$ cat config.mk
export PLATFORM = sky130hd
export DESIGN_NAME = double_ended_linear_allocator_core
export DESIGN_NICKNAME = d
export VERILOG_FILES = /design/src/hdl/dela_pkg.sv /design/src/hdl/dela_ctrl.sv /design/src/hdl/dela_datapath.sv /design/src/hdl/double_ended_linear_allocator_core.sv
export SDC_FILE = /design/constraint.sdc
export NUM_CORES = 1
export LEC_CHECK = 0
export BUFFER_PORTS_ARGS = -buffer_cell sky130_fd_sc_hd__buf_2
export CORE_MARGIN = 1.5
export CORE_UTILIZATION = 45
export CTS_CLUSTER_DIAMETER = 60
export DETAILED_ROUTE_END_ITERATION = 8
export SLEW_MARGIN = 10
export SYNTH_ARGS = -nofsm -noshare
export SYNTH_HDL_FRONTEND = slang
export SYNTH_SLANG_ARGS = --single-unit
$ cat constraint.sdc
create_clock -name clk_i -period 7.51 [get_ports clk_i]
set_clock_uncertainty 0.1 [all_clocks]
set_input_delay 0.751 -clock clk_i [delete_from_list [all_inputs] [get_ports clk_i]]
set_output_delay 0.751 -clock clk_i [all_outputs]
set_load 0.02 [all_outputs]
$ cat src/hdl/dela_pkg.sv
// Shared types and constants of the double-ended linear allocator.
package dela_pkg;

  localparam int unsigned DataW = 32;
  localparam int unsigned AlignW = 3;
  localparam int unsigned CfgIdxW = 2;
  localparam int unsigned SumW = DataW + 2;

  localparam logic [DataW-1:0] ResetBase = 32'd0;
  localparam logic [DataW-1:0] ResetRegionSize = 32'd65536;
  localparam logic [DataW-1:0] CountMax = 32'hFFFF_FFFF;

  // Request kinds.
  localparam logic ActAlloc = 1'b0;
  localparam logic ActClear = 1'b1;

  // End select codes.
  localparam logic EndBottom = 1'b0;
  localparam logic EndTop = 1'b1;

  // Configuration register indexes.
  localparam logic [CfgIdxW-1:0] CfgBase = 2'd0;
  localparam logic [CfgIdxW-1:0] CfgRegionSize = 2'd1;
  localparam logic [CfgIdxW-1:0] CfgEndSelect = 2'd2;

  typedef struct packed {
    logic action;
    logic [DataW-1:0] request_size;
    logic [AlignW-1:0] alignment_log2;
  } req_t;

  typedef struct packed {
    logic granted;
    logic [DataW-1:0] block_address;
    logic [DataW-1:0] used_bytes;
    logic [DataW-1:0] allocation_count;
  } rsp_t;

  typedef enum logic [1:0] {
    StIdle,
    StAlign,
    StCommit
  } state_e;

  // Commands from the controller to the datapath.
  typedef struct packed {
    logic capture;
    logic prepare;
    logic commit;
  } cmd_t;

  // Status from the datapath to the controller.
  typedef struct packed {
    logic out_free;
  } sts_t;

endpackage

$ cat src/hdl/dela_ctrl.sv
// Request sequencer of the allocator: accept, align, commit.
module dela_ctrl (
  input  logic           clk_i,
  input  logic           rst_ni,
  input  logic           req_valid_i,
  output logic           req_ready_o,
  input  dela_pkg::sts_t sts_i,
  output dela_pkg::cmd_t cmd_o
);

  dela_pkg::state_e state_q, state_d;

  always_ff @(posedge clk_i or negedge rst_ni) begin
    if (!rst_ni) begin
      state_q <= dela_pkg::StIdle;
    end else begin
      state_q <= state_d;
    end
  end

  always_comb begin
    state_d = state_q;
    req_ready_o = 1'b0;
    cmd_o = '0;
    unique case (state_q)
      dela_pkg::StIdle: begin
        req_ready_o = 1'b1;
        if (req_valid_i) begin
          cmd_o.capture = 1'b1;
          state_d = dela_pkg::StAlign;
        end
      end
      dela_pkg::StAlign: begin
        cmd_o.prepare = 1'b1;
        state_d = dela_pkg::StCommit;
      end
      dela_pkg::StCommit: begin
        // hold until the result register can take the new result
        if (sts_i.out_free) begin
          cmd_o.commit = 1'b1;
          state_d = dela_pkg::StIdle;
        end
      end
      default: begin
        state_d = dela_pkg::StIdle;
      end
    endcase
  end

endmodule

$ cat src/hdl/dela_datapath.sv
// Allocator datapath: configuration, pointers, counters and result register.
module dela_datapath #(
  parameter int unsigned ADDR_WIDTH = 32,
  parameter int unsigned MAX_ALIGN_LOG2 = 7
) (
  input  logic                           clk_i,
  input  logic                           rst_ni,
  input  logic                           cfg_we_i,
  input  logic [dela_pkg::CfgIdxW-1:0]   cfg_index_i,
  input  logic [dela_pkg::DataW-1:0]     cfg_data_i,
  input  dela_pkg::req_t                 req_i,
  input  dela_pkg::cmd_t                 cmd_i,
  output dela_pkg::sts_t                 sts_o,
  output logic                           rsp_valid_o,
  input  logic                           rsp_ready_i,
  output dela_pkg::rsp_t                 rsp_o
);

  localparam int unsigned PadW = (MAX_ALIGN_LOG2 > 0) ? MAX_ALIGN_LOG2 : 1;
  localparam int unsigned DW = dela_pkg::DataW;
  localparam int unsigned SW = dela_pkg::SumW;

  // configuration
  logic [DW-1:0] base_q;
  logic [DW-1:0] region_q;
  logic end_sel_q;

  // allocator state
  logic [ADDR_WIDTH-1:0] bottom_q;
  logic [ADDR_WIDTH-1:0] top_q;
  logic [DW-1:0] used_q;
  logic [DW-1:0] count_q;

  // per-request working registers
  dela_pkg::req_t req_q;
  logic [SW-1:0] sum_q;
  logic [ADDR_WIDTH-1:0] addr_q;
  logic [ADDR_WIDTH-1:0] next_ptr_q;

  logic rsp_valid_q;
  dela_pkg::rsp_t rsp_q;

  // alignment and padding
  logic [dela_pkg::AlignW-1:0] lg_sat;
  logic [PadW-1:0] align_mask;
  logic [PadW-1:0] pad;
  logic [ADDR_WIDTH-1:0] pad_ext;
  logic [ADDR_WIDTH-1:0] size_ext;
  logic fits;
  logic [ADDR_WIDTH-1:0] rewind_bottom;
  logic [ADDR_WIDTH-1:0] rewind_top;

  always_comb begin
    if (req_q.alignment_log2 > dela_pkg::AlignW'(MAX_ALIGN_LOG2)) begin
      lg_sat = dela_pkg::AlignW'(MAX_ALIGN_LOG2);
    end else begin
      lg_sat = req_q.alignment_log2;
    end
    if (MAX_ALIGN_LOG2 == 0) begin
      align_mask = '0;
    end else begin
      align_mask = ~({PadW{1'b1}} << lg_sat);
    end
    if (end_sel_q == dela_pkg::EndTop) begin
      pad = top_q[PadW-1:0] & align_mask;
    end else begin
      pad = (~bottom_q[PadW-1:0] + PadW'(1)) & align_mask;
    end
    pad_ext = ADDR_WIDTH'(pad);
    size_ext = ADDR_WIDTH'(req_q.request_size);
    fits = (req_q.request_size != '0) && (sum_q <= SW'(region_q));
    rewind_bottom = ADDR_WIDTH'(base_q);
    rewind_top = ADDR_WIDTH'(base_q) + ADDR_WIDTH'(region_q) - ADDR_WIDTH'(1);
  end

  assign sts_o.out_free = !rsp_valid_q || rsp_ready_i;
  assign rsp_valid_o = rsp_valid_q;
  assign rsp_o = rsp_q;

  // configuration writes
  always_ff @(posedge clk_i or negedge rst_ni) begin
    if (!rst_ni) begin
      base_q <= dela_pkg::ResetBase;
      region_q <= dela_pkg::ResetRegionSize;
      end_sel_q <= dela_pkg::EndBottom;
    end else if (cfg_we_i) begin
      unique case (cfg_index_i)
        dela_pkg::CfgBase:       base_q <= cfg_data_i;
        dela_pkg::CfgRegionSize: region_q <= cfg_data_i;
        dela_pkg::CfgEndSelect:  end_sel_q <= cfg_data_i[0];
        default: ;
      endcase
    end
  end

  // working registers
  always_ff @(posedge clk_i) begin
    if (cmd_i.capture) begin
      req_q <= req_i;
    end
    if (cmd_i.prepare) begin
      sum_q <= SW'(used_q) + SW'(pad) + SW'(req_q.request_size);
      if (end_sel_q == dela_pkg::EndTop) begin
        addr_q <= top_q - pad_ext - size_ext;
        next_ptr_q <= top_q - pad_ext - size_ext;
      end else begin
        addr_q <= bottom_q + pad_ext;
        next_ptr_q <= bottom_q + pad_ext + size_ext;
      end
    end
  end

  // allocator state
  always_ff @(posedge clk_i or negedge rst_ni) begin
    if (!rst_ni) begin
      bottom_q <= ADDR_WIDTH'(dela_pkg::ResetBase);
      top_q <= ADDR_WIDTH'(dela_pkg::ResetBase) + ADDR_WIDTH'(dela_pkg::ResetRegionSize)
               - ADDR_WIDTH'(1);
      used_q <= '0;
      count_q <= '0;
    end else if (cmd_i.commit) begin
      if (req_q.action == dela_pkg::ActClear) begin
        bottom_q <= rewind_bottom;
        top_q <= rewind_top;
        used_q <= '0;
        count_q <= '0;
      end else if (fits) begin
        if (end_sel_q == dela_pkg::EndTop) begin
          top_q <= next_ptr_q;
        end else begin
          bottom_q <= next_ptr_q;
        end
        used_q <= sum_q[DW-1:0];
        if (count_q != dela_pkg::CountMax) begin
          count_q <= count_q + DW'(1);
        end
      end
    end
  end

  // result register
  always_ff @(posedge clk_i or negedge rst_ni) begin
    if (!rst_ni) begin
      rsp_valid_q <= 1'b0;
    end else if (cmd_i.commit) begin
      rsp_valid_q <= 1'b1;
    end else if (rsp_ready_i) begin
      rsp_valid_q <= 1'b0;
    end
  end

  always_ff @(posedge clk_i) begin
    if (cmd_i.commit) begin
      if (req_q.action == dela_pkg::ActClear) begin
        rsp_q <= '{granted: 1'b1, block_address: '0, used_bytes: '0,
                   allocation_count: '0};
      end else if (fits) begin
        rsp_q.granted <= 1'b1;
        rsp_q.block_address <= DW'(addr_q);
        rsp_q.used_bytes <= sum_q[DW-1:0];
        rsp_q.allocation_count <= (count_q != dela_pkg::CountMax) ? count_q + DW'(1)
                                                                  : count_q;
      end else begin
        rsp_q <= '{granted: 1'b0, block_address: '0, used_bytes: used_q,
                   allocation_count: count_q};
      end
    end
  end

endmodule

$ cat src/hdl/double_ended_linear_allocator_core.sv
// Top level of the double-ended linear allocator.
//
//   channel   direction  handshake                  payload
//   request   in         req_valid_i / req_ready_o  req_i  (action, size, alignment)
//   result    out        rsp_valid_o / rsp_ready_i  rsp_o  (grant, address, used, count)
//   config    in         cfg_we_i                   cfg_index_i, cfg_data_i
//
// A request passes through three steps: accept, align (padding, candidate address and
// the used-byte sum are registered), commit (fit check and state update).
// Commit waits while the result register holds a result that is not yet taken;
// a new request is accepted while a finished result waits.
// Reset clears the pointers to the default region and both counts; no clearing pass.
// Size and end select act at once; base and size move the pointers at the next clear.
module double_ended_linear_allocator_core #(
  parameter int unsigned ADDR_WIDTH = 32,
  parameter int unsigned MAX_ALIGN_LOG2 = 7
) (
  input  logic                         clk_i,
  input  logic                         rst_ni,
  input  logic                         cfg_we_i,
  input  logic [dela_pkg::CfgIdxW-1:0] cfg_index_i,
  input  logic [dela_pkg::DataW-1:0]   cfg_data_i,
  input  logic                         req_valid_i,
  output logic                         req_ready_o,
  input  dela_pkg::req_t               req_i,
  output logic                         rsp_valid_o,
  input  logic                         rsp_ready_i,
  output dela_pkg::rsp_t               rsp_o
);

  dela_pkg::cmd_t cmd;
  dela_pkg::sts_t sts;

  // sequence each request through capture, prepare and commit
  dela_ctrl u_ctrl (
    .clk_i       (clk_i),
    .rst_ni      (rst_ni),
    .req_valid_i (req_valid_i),
    .req_ready_o (req_ready_o),
    .sts_i       (sts),
    .cmd_o       (cmd)
  );

  // hold configuration, both end pointers, counts and the result register
  dela_datapath #(
    .ADDR_WIDTH     (ADDR_WIDTH),
    .MAX_ALIGN_LOG2 (MAX_ALIGN_LOG2)
  ) u_datapath (
    .clk_i       (clk_i),
    .rst_ni      (rst_ni),
    .cfg_we_i    (cfg_we_i),
    .cfg_index_i (cfg_index_i),
    .cfg_data_i  (cfg_data_i),
    .req_i       (req_i),
    .cmd_i       (cmd),
    .sts_o       (sts),
    .rsp_valid_o (rsp_valid_o),
    .rsp_ready_i (rsp_ready_i),
    .rsp_o       (rsp_o)
  );

endmodule

## After elaboration in Yosys (flattened, before gate mapping)

Index checks and enable logic that the tools add are counted.
Widths: inputs -> output; s select.

| storage, ports and cells | value |
|---|---|
| register bits after elaboration | 427 |
| word-level logic and storage cells | 89 |
| input bits | 75 |

| cells by class | value |
|---|---|
| bitwise operators | 5 |
| magnitude comparators | 2 |
| muxes and demuxes | 27 |
| equal/unequal tests | 8 |
| shift operators | 1 |
| reductions and logical operators | 17 |
| add/subtract/negate cells | 10 |

Operators by type and width:

| operator | count |
|---|---|
| $mux 32 | 13 |
| $mux 97 | 1 |
| $add 32x32->32 | 2 |
| $add 34x32->34 | 1 |
| $le 34x32->1 | 1 |
| $add 32x7->33 | 1 |
| $add 32x1->32 const B | 1 |
| $add 32x7->32 | 1 |
| $ne 32x32->1 const B | 1 |
| $reduce_bool 32->1 | 1 |
| $sub 32x1->32 const B | 1 |
| $sub 32x32->32 | 1 |
| $sub 32x7->32 | 1 |
| $and 7x7->7 | 2 |
| $not 7->7 | 2 |
| $reduce_and 2->1 | 5 |
| $mux 1 | 8 |
| $add 7x1->7 const B | 1 |
| $mux 7 | 1 |
| $shl 7x3->7 const A | 1 |
| $ne 2x2->1 const B | 3 |
| $pmux 2 s3 | 1 |
| $reduce_and 3->1 | 2 |
| $reduce_bool 2->1 | 3 |
| other kinds (11) | 15 |

## Logic depth before layout (Yosys ltp)

Gate-level depths: netlist (run 1).

| logic depth | value |
|---|---|
| depth after elaboration | 9 |
| mapped depth | 30 |
| gate-level depth less buffers | 28 |

## Cells and area by module

A second synthesis (run 1) with hierarchy kept.

| unflattened totals | value |
|---|---|
| cells, all modules | 2,684 |
| area total of the unflattened synthesis | 26,958.4 µm² |

By module, submodules not included:

| module | area an instance (µm²) | cells an instance | instances | seq. area each (µm²) |
|---|---|---|---|---|
| dela_datapath | 26,863.3 | 2,675 | 1 | 11,812.6 |
| dela_ctrl | 95.1 | 9 | 1 | 50.0 |

## Worst setup path before layout (run 1)

Ideal clock, no wire load.

| timing | value |
|---|---|
| kind | flip-flop to flip-flop |
| start point | register u_datapath.bottom_q[1] |
| end point | register u_datapath.next_ptr_q[24] (data pin) |
| clock period less this slack | 5.750 ns |
| stages on the path, launching flop included | 28 |
| slack | 1.760 ns |
| data arrival time | 5.387 ns |
| buffers on the path | 1 |
| cell sequence | dfrtp_1 -> inv_1 -> ha_1 -> mux2_2 -> o21ai_0 -> inv_1 -> ha_1 -> a21o_1 -> a21oi_1 -> nor2b_1 -> o21a_1 -> o41ai_1 -> nor2b_1 -> clkbuf_1 -> nand4_1 -> xnor2_1 -> ha_1 -> a21o_1 -> a21o_1 -> a2111oi_0 -> o32ai_1 -> a21o_1 -> a31o_2 -> a211oi_1 -> o21bai_1 -> a21oi_1 -> xor2_1 -> o21ai_1 |

| on the way | value |
|---|---|
| longest elaborated chain between the ends | 7 |
| elaborated cells between the ends (all ways) | 9 |

RTL lines:

| what | RTL line | RTL |
|---|---|---|
| start: declaration | dela_datapath.sv:29 | `logic [ADDR_WIDTH-1:0] bottom_q;` |
| start signal: assignment | dela_datapath.sv:116 | `bottom_q <= ADDR_WIDTH'(dela_pkg::ResetBase);` |
| start signal: assignment | dela_datapath.sv:123 | `bottom_q <= rewind_bottom;` |
| start signal: assignment | dela_datapath.sv:131 | `bottom_q <= next_ptr_q;` |
| $not 7->7 | dela_datapath.sv:67 | `pad = (~bottom_q[PadW-1:0] + PadW'(1)) & align_mask;` |
| $add 7x1->7 | dela_datapath.sv:67 |  |
| $and 7x7->7 | dela_datapath.sv:67 |  |
| $mux 7 | dela_datapath.sv:64 | `if (end_sel_q == dela_pkg::EndTop) begin` |
| $add 32x7->32 or $sub 32x7->32 (tied branches) | dela_datapath.sv:108, dela_datapath.sv:105 |  |
| $add 32x32->32 or $sub 32x32->32 (tied branches) | dela_datapath.sv:108, dela_datapath.sv:105 |  |
| $mux 32 * | dela_datapath.sv:103 | `if (end_sel_q == dela_pkg::EndTop) begin` |
| end signal: assignment | dela_datapath.sv:105 | `next_ptr_q <= top_q - pad_ext - size_ext;` |
| end signal: assignment | dela_datapath.sv:108 | `next_ptr_q <= bottom_q + pad_ext + size_ext;` |
| end: declaration | dela_datapath.sv:38 | `logic [ADDR_WIDTH-1:0] next_ptr_q;` |

Every way passes the cells marked *; elsewhere a longest branch is shown, timed or not.
A chain may end at the register's enable or synchronous reset.

## Final worst setup path (run 1)

Same ends and word-level chain as after synthesis.

==> results of run 1 <==
-- area by class of cell --
| cell class | count | share of cell area |
|---|---|---|
| Antenna cell | 3 | 0.0002461 |
| Tap cell | 773 | 0.03171 |
| Inverter | 260 | 0.03208 |
| Multi-Input combinational cell | 1973 | 0.4526 |
| Clock inverter | 37 | 0.01460 |
| Clock buffer | 61 | 0.04479 |
| Timing Repair Buffer | 197 | 0.03499 |
| Sequential cell | 427 | 0.3890 |
-- path summary, 6_finish.rpt --
| kind | end | start | slack (ns) |
|---|---|---|---|
| max in group asynchronous | u_datapath.top_q[30]$_DFFE_PN0P_ | rst_ni | 5.87 |
| setup reg to reg | u_datapath.next_ptr_q[24]$_DFFE_PN_ | u_datapath.bottom_q[1]$_DFFE_PN0P_ | 0.78 |
| hold / removal | u_datapath.count_q[24]$_DFFE_PN0P_ | rst_ni | 0.02 |
| setup / recovery | u_datapath.next_ptr_q[24]$_DFFE_PN_ | u_datapath.bottom_q[1]$_DFFE_PN0P_ | 0.78 |
| min in group clk_i | u_datapath.size_ext[0]$_DFFE_PP_ | req_i[3] | 0.21 |
| hold reg to reg | u_datapath.top_q[10]$_DFFE_PN1P_ | u_datapath.top_q[10]$_DFFE_PN1P_ | 0.38 |
-- kinds of logic (layout without fill, tap and decap cells) --
kind of cell               count (synthesis)  after routing  synth area share
and+or+nand+nor                          768            768            0.1343
buffers and inverters                    357            555           0.05016
adders and majority gates                245            245            0.1170
other                                      0              3                 0
muxes                                     85             85           0.03332
DFF                                      427            427            0.4400
xor gates and xnor gates                 203            203           0.06650
AOI/OAI and AO/OA                        672            672            0.1588
-- registers in the layout, indices dropped and copies added (netlist names) --
signal / flops
u_datapath.rsp_valid_o: 1
u_datapath.rsp_o: 97
u_datapath.used_q: 32
u_datapath.size_ext: 32
u_datapath.addr_q: 32
u_datapath.top_q: 32
u_datapath.bottom_q: 32
u_datapath.next_ptr_q: 32
u_datapath.count_q: 32
u_datapath.region_q: 32
u_datapath.base_q: 32
u_datapath.req_q: 4
u_ctrl.state_q: 2
u_datapath.sum_q: 34
u_datapath.end_sel_q: 1
-- metrics by stage --
step | instances | worst slack (ns) | cell area [sq um] | hold slack, ns
after floorplan | 2757 | 1.760 | 26960 | 0.3498
final | 3731 | 0.7750 | 30500 | 0.02069
after global routing | 3728 | 0.3253 | 30490 | 0.06197
after global placement | 3630 | 1.042 | 28680 | 0.3685
after CTS | 3728 | 0.7878 | 30490 | 0.03489
after detailed placement | 3630 | 0.8468 | 28680 | 0.3766
-- worst max-delay path, cell delays in order, from the launching register on --
cell and delay (ns):
dfrtp_1 0.44, inv_1 0.07, ha_1 0.26, mux2_2 0.25, o21ai_0 0.24, inv_1 0.28, ha_1 0.35, a21o_1 0.10
a21oi_1 0.09, nor2b_1 0.13, o21a_1 0.15, o41ai_1 0.07, buf_4 0.16, nor2b_1 0.62, nand4_1 0.20, xnor2_1 0.26
ha_1 0.34, a21o_1 0.18, a21o_1 0.18, a2111oi_0 0.46, o32ai_1 0.20, a21o_1 0.25, a31o_2 0.28, a211oi_1 0.25
o21bai_1 0.11, a21oi_1 0.19, xor2_1 0.17, o21ai_1 0.07
-- placed cells by master, fill, tap and decap left out, types with 31 or more instances in the layout --
cell	netlist	layout
edfxtp_1	231	231
a21oi_1	154	153
dfrtp_1	179	178
a22o_1	31	31
ha_1	233	233
mux2_2	38	38
xor2_1	78	78
nor2_1	162	160
nand3_1	105	105
a21o_1	92	92
mux2i_1	47	47
xnor2_1	123	123
buf_2	4	172
clkbuf_16	0	53
and3_1	77	77
o21ai_0	182	182
inv_1	257	256
nand2_1	275	275
-- report_power, final --
part           total [uW]  leakage [uW]  internal (uW)  switching [uW]
Clock                2680      0.000879           1620            1060
Combinational        7190       0.00823           2930            4250
Sequential           4080       0.00457           3470             612
Total               13900        0.0137           8020            5930
-- layer usage --
| layer | vias up | wire (um) |
|---|---|---|
| li1 | 10120 | - |
| met1 | 9962 | 36310 |
| met2 | 596 | 32710 |
| met3 | 131 | 4585 |
| met4 | 0 | 2707 |
| met5 | - | 0 |
==> impl_metrics.yaml, run 1 <==
clock_tree:
  cts_setup_buffers: 0
  cts_hold_buf: 0
  cts_tree: "done"
  htreeDepth: 2
  numClockSinks: 427
  numCtsBuffers: 52
  worstSkewPairLatency_ns: 0.61
  clk_pin_slew_ns: 0.06
  root_buffer: "clkbuf_16"
  cts_buffer_depth: 3
  cts_resized: 0
layout:
  regArea_sq_mm: 0.01186
  area_growth_pct: 13.13
  fin_util: 0.5158
  multi_input_area_sq_mm: 0.01381
  nNetsFinal: 3231
  nFillCells: 5431
  drive_gt1_frac: 0.1255
yosys:
  synth.most_common_cell: "nand2_1"
  synth_area_leaders: "edfxtp_1 (26%), dfrtp_1 (17%), ha_1 (11%), xnor2_1 (4.0%), nand2_1 (3.8%)"
  synth_enable_flop_cells: 231
  yosysTopAreaCellShare: 0.2573
  syn_avg_cell_area_sq_um: 9.780
  yosysTopAreaCell: "edfxtp_1"
  ys_async_sr_fraction: 0.4590
  syn-cell-area_sq_mm: 0.02696
  synth_cells: 2757
  synth_common_cells: "nand2_1 (275), inv_1 (257), ha_1 (233), edfxtp_1 (231), o21ai_0 (182)"
  yosysWarnings: 0
  ys_ff_latch: 427
  synth_seq_area_share: 0.4400
  synth_fp_nets: 3077
  netlist-cell-type-count: 81
  synth_flop_cell: "edfxtp_1"
global_routing:
  busiest_layer: "met2"
  grt-ovfl-total: 0
  grt_pass1_vias: 20660
  use_met2: 0.3841
  antenna_found_initial: 5
  grt_use_met3: 0.04087
  grt_pass1_wl_um: 117900
  track_usage: 0.2509
  grt_start_max_net_pins: 111
  met1_usage: 0.3579
detailed_routing:
  routed_wl_um: 76310
  drt-pass1-iter-count: 9
  drcViolationCount: 26
  ant_nets: 0
  drtIter0Drc: 1370
  vias: 20810
  avgRoutedWirePerCell_um: 20.45
  via_per_inst: 5.578
critical_path:
  crit_arrival_ns: 6.96
  worstSetupPathType: "reg -> reg"
  worst_setup_path_end_kind: "register"
  required_ns: 7.73
  reg2reg_depth: 27
  worstPathMaxFanout: 11
  critPathLaunchType: "register"
pwr:
  ir_worst_vdd_uv: 243.2
  power.density_mw_per_mm2: 457.3
  leakage_uw: 0.01368
  power_uw: 13950
timing:
  tightest_slew_ns: 1.116
  drv_slew: 0
  relSlewSlack: 0.2502
  max_freq_mhz: 148.5
  rsz0062_at_grt: "no"
  finalSetupViolCount: 0
  post-route-min-period_ns: 6.735
  fin_crit_sh: 0.8968
  setup_tns_ns: 0
  hold_viol: 0
outcome:
  outcome: "finished, violations left"
  violations: "design-rule violations"
die:
  core-area_sq_mm: 0.05913
  start_util: 0.4560
  row_count: 89
  die-area_sq_mm: 0.06139
  io_pins: 174
  die_h_um: 247.8
  chipWidth_um: 247.8
placed_design:
  gp_congestion: 0.9473
  dp_hpwl_um: 57010
  io_buffers: 173
flow_run:
  drv_cap: 0
worst_hold_path:
  hp-class: "in -> async"
(Power assumes the default switching activity.)
==> inputs of run 2 (changes only) <==
Settings changed: CORE_ASPECT_RATIO set to 1.1, SYNTH_HIERARCHICAL set to 1.
==> run 2 against run 1 <==
  * The flow now finishes without violations
  * Synthesized area barely moved
  * Clock power fell by 3%
  * Die area barely moved
  * First-iteration DRC count rose by 5.3%
  * Register-to-register slack improved by 0.56 ns
  * Critical path type unchanged
  * Cell area fell by 0.42%
  * Sequential power barely moved
  * Wire length fell by 5.4%
  * Largest power group unchanged
  * Worst hold slack got worse by 0.0086 ns
  * Maximum frequency rose by 9.1%
  * Total power fell by 0.63%
  * Setup slack improved by 0.56 ns
==> impl_metrics.yaml, run 2 <==
layout:
  nFillCells: 5358
  drive_gt1_frac: 0.1306
  area_growth_pct: 12.67
  regArea_sq_mm: 0.01186
  largest_register_ffs: 97
  final_cells: 3640
  antenna_cells: 0
  multi_input_area_sq_mm: 0.01370
  nNetsFinal: 3179
  final_cell_mix: "inv_1 (280), ha_1 (249), edfxtp_1 (231)"
  mostFrequentLayoutCell: "inv_1"
placed_design:
  io_buffers: 173
  place_ws_ns: 1.313
  dp_hpwl_um: 53190
  gp_congestion: 0.9127
  placed_cells: 3545
critical_path:
  worst_setup_path_end_kind: "register"
  required_ns: 7.75
  crit_arrival_ns: 6.41
  worstPathMaxFanout: 7
  reg2reg_depth: 27
  ff2ff_setup_slack_ns: 1.34
  critPathLaunchType: "register"
  reg2reg_from: "u_datapath/bottom_q[1]$_DFFE_PN0P_"
  critPathSlowestCell: "dfrtp_1"
  worstSetupPathType: "reg -> reg"
  reg2reg_to: "u_datapath/next_ptr_q[31]$_DFFE_PP_"
  crit_path_max_incr_delay_ns: 0.43
detailed_routing:
  avgRoutedWirePerCell_um: 19.83
  drt-pass1-iter-count: 5
  vias: 20300
  routed_wl_um: 72170
  via_per_inst: 5.577
  drtIter0Drc: 1443
  drcViolationCount: 0
  ant_nets: 0
pwr:
  power_switching_uw: 5841
  leakage_uw: 0.01365
  power.density_mw_per_mm2: 456.3
  internal_power_uw: 8020
  pwr-share-clk: 0.187
  comb_power_share: 0.517
  p_sw_frac: 0.4214
  pwr-share-seq: 0.296
  ir_worst_vdd_uv: 209.5
global_routing:
  grt_start_max_net_pins: 152
  antenna_found_initial: 0
  grt_pass1_wl_um: 112500
  grt-ovfl-total: 0
  track_usage: 0.2347
  grt_pass1_vias: 20180
yosys:
  synth.most_common_cell: "inv_1"
  synth_cells: 2684
  ys_async_sr_fraction: 0.4590
  synth_flop_cell: "edfxtp_1"
  synth_area_leaders: "edfxtp_1 (26%), dfrtp_1 (17%), ha_1 (12%), inv_1 (3.9%), xnor2_1 (3.5%)"
  synth_enable_flop_cells: 231
  netlist-cell-type-count: 90
  syn-cell-area_sq_mm: 0.02696
  yosysTopAreaCellShare: 0.2573
  yosysTopAreaCell: "edfxtp_1"
  synth_common_cells: "inv_1 (280), ha_1 (249), edfxtp_1 (231), nand2_1 (205), a21oi_1 (181)"
  synth_fp_nets: 3025
  ys_ff_latch: 427
  yosysWarnings: 6
  synth_seq_area_share: 0.4400
  syn_avg_cell_area_sq_um: 10.04
timing:
  rsz0062_at_grt: "no"
  max_freq_mhz: 162.1
  finalSetupViolCount: 0
  fin_crit_sh: 0.8217
  worst_slack_ns: 1.339
  hold_viol: 0
  relSlewSlack: 0.2606
  post-route-min-period_ns: 6.171
  tightest_slew_ns: 1.105
  setup_tns_ns: 0
  drv_slew: 0
die:
  row_count: 93
  core-area_sq_mm: 0.05888
  start_util: 0.4579
  chipWidth_um: 236.4
  die_h_um: 259.7
  die-area_sq_mm: 0.06139
  io_pins: 174
flow_run:
  drv_cap: 0
clock_tree:
  cts_setup_buffers: 0
  cts_tree: "done"
  numCtsBuffers: 51
  cts_buffer_depth: 3
  cts_hold_buf: 0
  root_buffer: "clkbuf_16"
  clk_pin_slew_ns: 0.06
  worstSkewPairLatency_ns: 0.62
  htreeDepth: 2
  cts_resized: 0
  numClockSinks: 427
worst_hold_path:
  hp-class: "in -> async"
outcome:
  outcome: "complete, no violations"
[run 2: area by class of cell]
cell class,count,share of cell area
Timing Repair Buffer,190,0.03382
Inverter,284,0.03510
Sequential cell,427,0.3906
Clock inverter,27,0.01096
Clock buffer,68,0.04717
Multi-Input combinational cell,1884,0.4511
Tap cell,760,0.03131
[run 2: stage by stage]
step	util	hold slack, ns	power [uW]	instance area, sq um
4_1_cts	0.5159	0.005291	13860	30370
3_5_place_dp	0.4859	0.3891	11180	28610
6_report	0.5159	0.01209	13860	30370
3_3_place_gp	0.4859	0.3739	11040	28610
5_1_grt	0.5159	0.03231	14910	30370
2_1_floorplan	-	0.3554	9355	26960
[run 2: power groups by stage]
stage | logic (uW) | registers, uW | clock network, uW
floorplan | 5290 | 4060 | 0
global placement | 6940 | 4110 | 0
detailed placement | 7060 | 4120 | 0
CTS | 7120 | 4090 | 2650
global route | 7990 | 4180 | 2740
finish | 7170 | 4100 | 2590
[run 2: cell families (layout without fill, tap and decap cells)]
group	Yosys count	in the layout	share of synthesized area
compound gates	690	690	0.1652
simple gates	672	672	0.1241
xor+xnor	165	165	0.05361
fa+ha+maj	266	266	0.1282
buf+inv	373	569	0.05333
flops	427	427	0.4400
mux	91	91	0.03555
[run 2: metal layers]
metal	part of all wire	up-vias	global-route usage	wire length, um
met3	0.065	98	0.03747	4669
met1	0.47	9720	0.3346	33920
met2	0.45	601	0.3736	32160
li1	-	9881	-	-
met4	0.020	0	0.05716	1416
met5	0	-	0	0
[run 2: how the worst max path moves through the flow]
stage                                             startpoint                             endpoint  slack [ns]  cells past startpoint
after floorplan                u_ctrl/state_q[1]$_DFFE_PN0P_       u_datapath/addr_q[0]$_DFFE_PP_        2.08                      1
after global placement    u_datapath/bottom_q[1]$_DFFE_PN0P_  u_datapath/next_ptr_q[31]$_DFFE_PP_        1.45                     27
after detailed placement  u_datapath/bottom_q[1]$_DFFE_PN0P_  u_datapath/next_ptr_q[31]$_DFFE_PP_        1.31                     27
after CTS                 u_datapath/bottom_q[1]$_DFFE_PN0P_  u_datapath/next_ptr_q[31]$_DFFE_PP_        1.32                     27
after global routing      u_datapath/bottom_q[1]$_DFFE_PN0P_  u_datapath/next_ptr_q[31]$_DFFE_PP_        0.83                     27
final                     u_datapath/bottom_q[1]$_DFFE_PN0P_  u_datapath/next_ptr_q[31]$_DFFE_PP_        1.34                     27
[run 2: worst max-delay path: cells and delay by family, from the launching register on]
kind / cells / cell delay (ns)
AO/OA/AOI/OAI: 11 / 2.61
XOR/XNOR: 3 / 0.51
adder cells (fa/ha/maj): 3 / 0.98
buffers and inverters: 2 / 0.22
flip-flops: 1 / 0.43
AND/OR/NAND/NOR: 8 / 1.07
